## config.mk

```make
export PLATFORM = sky130hd
export DESIGN_NAME = nfsacct_cell
export DESIGN_NICKNAME = d
export VERILOG_FILES = /design/src/sv/nfsacct_pkg.sv /design/src/sv/nfsacct_cell.sv
export SDC_FILE = /design/constraint.sdc
export NUM_CORES = 2
export LEC_CHECK = 0
export BUFFER_PORTS_ARGS = -buffer_cell sky130_fd_sc_hd__buf_2
export CORE_AREA = 2 2 288 290
export DETAILED_ROUTE_END_ITERATION = 10
export DIE_AREA = 0 0 290 292
export GPL_ROUTABILITY_DRIVEN = 1
export PLACE_DENSITY_LB_ADDON = 0.25
export SYNTH_ARGS = -nofsm -noshare
export SYNTH_HDL_FRONTEND = slang
export SYNTH_SLANG_ARGS = --single-unit
export TNS_END_PERCENT = 50
```

## constraint.sdc

```tcl
create_clock -name clk -period 25.4 [get_ports clk]
set_clock_uncertainty 0.15 [all_clocks]
set_input_delay 5.08 -clock clk [delete_from_list [all_inputs] [get_ports clk]]
set_output_delay 5.08 -clock clk [all_outputs]
set_load 0.005 [all_outputs]
```

## src/sv/nfsacct_pkg.sv

```systemverilog
// nfsacct_pkg: shared types, codes and constants for the per-host nfs accounting table
// holds the entry and token structs passed along the cell chain and the rpc call classifier
// no dependencies
`timescale 1ns / 1ps

package nfsacct_pkg;

  // field widths
  localparam int ADDR_W   = 32;
  localparam int BYTE_W   = 48;
  localparam int CNT_W32  = 32;
  localparam int FRAME_W  = 16;
  localparam int OUTPOS_W = 6;
  // position / fill count width covering the largest supported table
  localparam int POS_W    = 11;

  localparam int TABLE_ENTRIES_DEF = 64;

  // rpc call match constants
  localparam logic [31:0] NFS_PROGRAM     = 32'd100003;
  localparam logic [31:0] RPC_VERSION_TWO = 32'd2;
  localparam logic [31:0] RPC_CALL        = 32'd0;
  localparam logic [15:0] MIN_PAYLOAD     = 16'd28;
  localparam logic [31:0] PROC_LIMIT      = 32'd22;

  // saturation limits
  localparam logic [BYTE_W-1:0]  BYTE_MAX = {BYTE_W{1'b1}};
  localparam logic [CNT_W32-1:0] CNT_MAX  = {CNT_W32{1'b1}};

  // result status codes
  typedef enum logic [1:0] {
    ST_UPDATE = 2'd0,
    ST_INSERT = 2'd1,
    ST_DROP   = 2'd2,
    ST_READ   = 2'd3
  } status_t;

  // what the traveling token is doing
  typedef enum logic [1:0] {
    PH_SEARCH = 2'd0,
    PH_SHIFT  = 2'd1,
    PH_PASS   = 2'd2,
    PH_READ   = 2'd3
  } phase_t;

  typedef struct packed {
    logic [ADDR_W-1:0]  addr;
    logic [BYTE_W-1:0]  bytes;
    logic [CNT_W32-1:0] pkts;
    logic [CNT_W32-1:0] ops;
  } entry_t;

  // one transaction moving down the chain, one cell per cycle
  typedef struct packed {
    logic                act;
    phase_t              phase;
    logic                full;
    logic                nfs;
    logic [ADDR_W-1:0]   peer;
    logic [FRAME_W-1:0]  frame;
    logic [OUTPOS_W-1:0] target;
    logic [POS_W-1:0]    rem;
    entry_t              carry;
    status_t             status;
    logic [OUTPOS_W-1:0] res_pos;
    logic                res_valid;
    entry_t              res;
  } tok_t;

  // nfs call detection on the decoded rpc header
  function automatic logic classify(input logic [15:0] payload_len,
                                    input logic [31:0] msg_type,
                                    input logic [31:0] version,
                                    input logic [31:0] prog_num,
                                    input logic [31:0] procedure);
    logic ok;
    ok = (payload_len > MIN_PAYLOAD) && (msg_type == RPC_CALL) &&
         (version == RPC_VERSION_TWO) && (prog_num == NFS_PROGRAM) &&
         (procedure != 32'd0) && (procedure < PROC_LIMIT);
    return ok;
  endfunction

endpackage

```

## src/sv/nfsacct_cell.sv

```systemverilog
// nfsacct_cell: one table position of the sorted peer chain
// holds one entry, updates / inserts / shifts it as the token passes, registers the token onward
// depends on nfsacct_pkg
`timescale 1ns / 1ps

module nfsacct_cell #(
  parameter int CELL_IDX = 0
) (
  input  logic               clk,
  input  logic               rst_n,
  input  nfsacct_pkg::tok_t  tok_in,
  output nfsacct_pkg::tok_t  tok_out
);

  localparam logic [nfsacct_pkg::POS_W-1:0] IDX = nfsacct_pkg::POS_W'(CELL_IDX);

  nfsacct_pkg::entry_t entry_r, entry_nxt;
  nfsacct_pkg::tok_t   tok_r, tok_nxt;

  logic                              here_valid;
  logic [nfsacct_pkg::BYTE_W:0]      byte_sum;
  nfsacct_pkg::entry_t               upd;
  nfsacct_pkg::entry_t               newe;

  // saturating update of the held entry
  always_comb begin
    byte_sum  = {1'b0, entry_r.bytes} +
                (nfsacct_pkg::BYTE_W + 1)'(tok_in.frame);
    upd       = entry_r;
    upd.bytes = byte_sum[nfsacct_pkg::BYTE_W] ? nfsacct_pkg::BYTE_MAX :
                byte_sum[nfsacct_pkg::BYTE_W-1:0];
    if (entry_r.pkts != nfsacct_pkg::CNT_MAX) begin
      upd.pkts = entry_r.pkts + 32'd1;
    end
    if (tok_in.nfs && (entry_r.ops != nfsacct_pkg::CNT_MAX)) begin
      upd.ops = entry_r.ops + 32'd1;
    end
  end

  // fresh entry for a new peer
  always_comb begin
    newe.addr  = tok_in.peer;
    newe.bytes = nfsacct_pkg::BYTE_W'(tok_in.frame);
    newe.pkts  = 32'd1;
    newe.ops   = {31'd0, tok_in.nfs};
  end

  // token step at this position
  always_comb begin
    entry_nxt  = entry_r;
    tok_nxt    = tok_in;
    here_valid = (tok_in.rem != '0);
    tok_nxt.rem = tok_in.rem - nfsacct_pkg::POS_W'(here_valid);
    if (tok_in.act) begin
      case (tok_in.phase)
        nfsacct_pkg::PH_READ: begin
          if (here_valid && (IDX == nfsacct_pkg::POS_W'(tok_in.target))) begin
            tok_nxt.res_valid = 1'b1;
            tok_nxt.res       = entry_r;
          end
        end
        nfsacct_pkg::PH_SEARCH: begin
          if (here_valid && (entry_r.addr > tok_in.peer)) begin
            // keep walking
          end else if (here_valid && (entry_r.addr == tok_in.peer)) begin
            entry_nxt         = upd;
            tok_nxt.status    = nfsacct_pkg::ST_UPDATE;
            tok_nxt.res_pos   = IDX[nfsacct_pkg::OUTPOS_W-1:0];
            tok_nxt.res_valid = 1'b1;
            tok_nxt.res       = upd;
            tok_nxt.phase     = nfsacct_pkg::PH_PASS;
          end else if (tok_in.full) begin
            // peer absent and no room: drop result already preset
            tok_nxt.phase = nfsacct_pkg::PH_PASS;
          end else begin
            entry_nxt         = newe;
            tok_nxt.status    = nfsacct_pkg::ST_INSERT;
            tok_nxt.res_pos   = IDX[nfsacct_pkg::OUTPOS_W-1:0];
            tok_nxt.res_valid = 1'b1;
            tok_nxt.res       = newe;
            tok_nxt.carry     = entry_r;
            tok_nxt.phase     = here_valid ? nfsacct_pkg::PH_SHIFT : nfsacct_pkg::PH_PASS;
          end
        end
        nfsacct_pkg::PH_SHIFT: begin
          // displaced entry moves down one place
          entry_nxt     = tok_in.carry;
          tok_nxt.carry = entry_r;
          if (!here_valid) begin
            tok_nxt.phase = nfsacct_pkg::PH_PASS;
          end
        end
        default: begin
        end
      endcase
    end
  end

  // entry storage, token register
  always_ff @(posedge clk) begin
    entry_r <= entry_nxt;
    if (!rst_n) begin
      tok_r <= '0;
    end else begin
      tok_r <= tok_nxt;
    end
  end

  assign tok_out = tok_r;

endmodule

```

Word level (Yosys, flattened, before mapping)
Cells that the tools add are included.

word-level totals
  input port bits = 369
  register bits after elaboration = 511

operators by class
  reduce and logical (&&, ||, !) cells = 10
  add/sub/neg operators = 4
  magnitude comparators = 1
  mux-type cells = 23
  equality and inequality tests = 9

operators by type and width
  operator                 number
  $mux W297                3
  $mux W144                4
  $pmux W144 S2            2
  $pmux W145 S2            1
  $mux W153                1
  $mux W145                1
  $add A32 B1 Y32 const B  2
  $mux W32                 2
  $ne A32 B32 Y1 const B   2
  $add A48 B16 Y49         1
  $mux W48                 1
  $eq A32 B32 Y1           1
  $gt A32 B32 Y1           1
  $mux W2                  6
  $reduce_bool A11 Y1      1
  $sub A11 B1 Y11          1
  $mux W8                  1
  $logic_not A6 Y1         1
  $ne A2 B2 Y1 const B     3
  $reduce_and A5 Y1        1
  $logic_and A1 B1 Y1      4
  $pmux W2 S2              1
  $reduce_and A4 Y1        1
  $ne A3 B3 Y1 const B     1
  4 further kinds          4

Longest topological paths before layout
  word-level depth = 7
  depth in mapped cells = 12
  depth with buffers taken out = 10

Worst setup path before layout
No wires, ideal clock.

  kind = input-to-reg
  start point = input port tok_in[304] (netlist bit)
  end point = register entry_r[0] (netlist bit), enable pin
  library setup time = 0.584 ns
  required time = 24.666 ns
  setup slack = 13.316 ns
  arrival = 11.350 ns
  cell stages on the path = 8
  path through = or4_4 > or3_4 > nor2_8 > inv_2 > mux2i_1 > a31oi_1 > and2_1 > nor2_1

on the way
  cells in the longest elaborated chain, start to end = 4

ends and longest elaborated chain
  what                                                           RTL line                                text
  start: declaration                                             nfsacct_cell.sv:11                      input nfsacct_pkg::tok_t tok_in,
  $reduce_bool A11 Y1 *                                          nfsacct_cell.sv:52                      here_valid = (tok_in.rem != '0);
  $logic_and A1 B1 Y1, on equally long branches                  nfsacct_cell.sv:65, nfsacct_cell.sv:63
  $ne A3 B3 Y1 (no source line) or $ne A2 B2 Y1 (tied branches)  n/a
  $reduce_and A4 Y1 (no source line) *                           n/a
  end signal: assignment                                         nfsacct_cell.sv:101                     entry_r <= entry_nxt;
  end: declaration                                               nfsacct_cell.sv:17                      nfsacct_pkg::entry_t entry_r, entry_nxt;

Mark *: on every way between the ends. The rest lies on a longest branch, timed or not.
A chain may end at the register's enable or synchronous reset.

Worst setup path in the final report
  start point = input port tok_in[361] (netlist bit)
  end point = register entry_r[29] (netlist bit), enable pin

on the way
  cells in the longest elaborated chain, start to end = 4

ends and longest elaborated chain
  what                                                           RTL line
  $gt A32 B32 Y1 or $eq A32 B32 Y1 (tied branches)               nfsacct_cell.sv:63, nfsacct_cell.sv:65
  $logic_and A1 B1 Y1, on equally long branches                  nfsacct_cell.sv:63, nfsacct_cell.sv:65
  $ne A2 B2 Y1 (no source line) or $ne A3 B3 Y1 (tied branches)  n/a
  $reduce_and A4 Y1 (no source line) *                           n/a

Marks and branches as above.

==> flow_summary.ini <==
[outcome]
outcome = finished clean

[critical_path]
worst_ep_arrival_time_ps = 9360
cp_max_fo = 57
required_ps = 25490
setup.worst_path.start_class = primary input
end_kind = flip-flop
worstSetupPathType = primary input to flip-flop

[synth]
synth_most_common_cell = nand2_1
synthTopCellsByCount = 560 x nand2_1, 367 x dfxtp_1, 212 x clkbuf_1, 193 x o21ai_0, 190 x o21ai_1
synth_cells = 3234
synthFlopType = dfxtp_1
yosysWarnings = 0
synthesis.nets = 3659
synth_cell_types = 80
ys_seq_area_frac = 0.420
synth_top_area_share = 0.264
postSynthAreaPerCell_um2 = 8.60
synth_edf_count = 144
yosysTopAreaCell = dfxtp_1
yosys_register_bits = 511
async_flop_share = 0
yosys-top-cells-area = dfxtp_1 26%, edfxtp_1 16%, nand2_1 7.6%
synth_area_um2 = 27800

[timing]
hold_violations = 0
finalSetupTns_ps = 0
fmax_mhz = 108
relSlewSlack = 0.169
drv_slew = 0
setup_violations = 0
tightest_slew_ps = 1250
setup_slack_ps = 16130
rsz0062_at_grt = false
min_period_over_period = 0.365
min_period_ps = 9270

[clock_tree]
htree_num_levels = 3
cts_max_path_buffers = 3
root_buffer = clkbuf_16
cts_buffers = 66
cts_hold_buffers = 0
cts_resized = 0
clock_latency_ps = 630
cts_tree = done
clk_pin_slew_ps = 60
cts_setup_buffers = 0
numClockSinks = 511

[detailed_routing]
wl_per_cell_um = 25.8
dr.pass1.iters = 6
route.final.wire_length_um = 128000
vias = 28467
avgViaCountPerCell = 5.73
drt-initial-drc-count = 2949
drc = 0
detail-route-antenna-nets = 0

[global_route]
grt_max_degree = 146
grt_pass1_wl_um = 183000
grt_pass1_vias = 26381
antenna_found_initial = 37
grt_usage = 0.288
gr-total-overflow = 0

[power]
max-vdd-ir-drop_mv = 0.0489
powerDensity_nw_per_um2 = 65.9
p_leak_uw = 0.0154

[placement]
dp_worst_setup_slack_ps = 15550
dp_hpwl_um = 89700
gp_congestion = 0.926
dp_cells = 4820
placed_area_um2 = 32300
portBuffers = 735

[floorplanning]
fp.dieH_um = 292
start_util = 0.341
die_w_um = 290
die-area_um2 = 84700
rows = 105
core-area_um2 = 81600
ios = 736

[job]
max_cap_viol_count = 0

[layout]
area_delta_synth_final_pct = 24.7
final_nets = 4243
multi_input_area_um2 = 15000
layout-drive-gt1-share = 0.245
regArea_um2 = 11700
final_util = 0.425
fill_cells = 8207
instances_no_fill = 4965
fin_area_um2 = 34700

[min_path]
hp-class = flip-flop to flip-flop
[per-layer routing]
metal  share of wire  up-vias  GRT usage
met3           0.087      253     0.0644
met2            0.47     1407      0.479
li1                -    12974          -
met5          0.0013        -          0
met4           0.027       26     0.0871
met1            0.41    13807      0.373
[path summary, 6_finish.rpt]
check,cells past startpoint,slack (ps),endpoint,start
worst max register to register,11,20270,entry_r[29]$_DFFE_PP_,entry_r[121]$_DFFE_PP_
worst min register to register,1,450,tok_out[71]$_SDFF_PN0_,entry_r[71]$_DFFE_PP_
worst min-delay path,1,450,tok_out[71]$_SDFF_PN0_,entry_r[71]$_DFFE_PP_
worst max-delay path,13,16130,entry_r[29]$_DFFE_PP_,tok_in[361]
[power breakdown]
| part | leakage, uW | switching [uW] | internal, uW |
|---|---|---|---|
| Combinational | 0.00992 | 214 | 146 |
| Sequential | 0.00437 | 38.2 | 897 |
| Clock | 0.00114 | 401 | 589 |
[state kept, by name, indices dropped and copies added (netlist names)]
name,cells
entry_r,144
tok_out,367
[layout by cell type, fill, tap and decap left out, types with 26 or more instances in the layout]
cell / instances
inv_1: 50
edfxtp_1: 144
a21o_1: 26
dfxtp_1: 367
a21oi_1: 174
nand3_1: 62
mux2i_1: 164
nor2_1: 99
o21ai_0: 192
nand2_1: 558
ha_1: 52
nand4_1: 35
xnor2_1: 45
a221oi_1: 41
a22oi_1: 55
buf_4: 53
a22o_1: 157
xor2_1: 49
and2_1: 87
o21ai_1: 190
o31ai_1: 58
clkbuf_16: 75
nor3_1: 42
buf_2: 734
[final cells by class]
type | instances | share of cell area
antenna | 24 | 0.00173
clock buffer | 102 | 0.0605
clock inverter | 19 | 0.00642
inverter | 52 | 0.00563
multi-input combinational | 2398 | 0.432
sequential | 511 | 0.337
tap | 1070 | 0.0386
timing repair buffer | 789 | 0.118
[metrics by stage]
| stage | total power (uW) | hold slack, ps |
|---|---|---|
| after global routing | 2370 | 484 |
| after CTS | 2300 | 445 |
| final | 2280 | 450 |
| after floorplan | 1140 | 374 |
| after detailed placement | 1310 | 430 |
| after global placement | 1310 | 430 |
[kinds of logic (layout without fill, tap and decap cells)]
logic type | Yosys count | in the layout | share of synthesized area
compound gates | 1051 | 1051 | 0.245
simple gates | 1025 | 1025 | 0.171
flops | 511 | 511 | 0.420
buf+inv | 325 | 962 | 0.0471
mux | 172 | 172 | 0.0623
xor+xnor | 94 | 94 | 0.0296
fa+ha+maj | 56 | 56 | 0.0255
other cells | 0 | 24 | 0
[worst max-delay path: stages]
cell and delay [ps]:
buf_2 190, inv_1 120, ha_1 320, nand4_1 170
nor4_1 560, nand4_1 280, mux2i_1 320, a31oi_4 40
buf_4 320, and2_1 270, nor2_4 80, buf_4 670
buf_4 780
(Power assumes the default switching activity.)
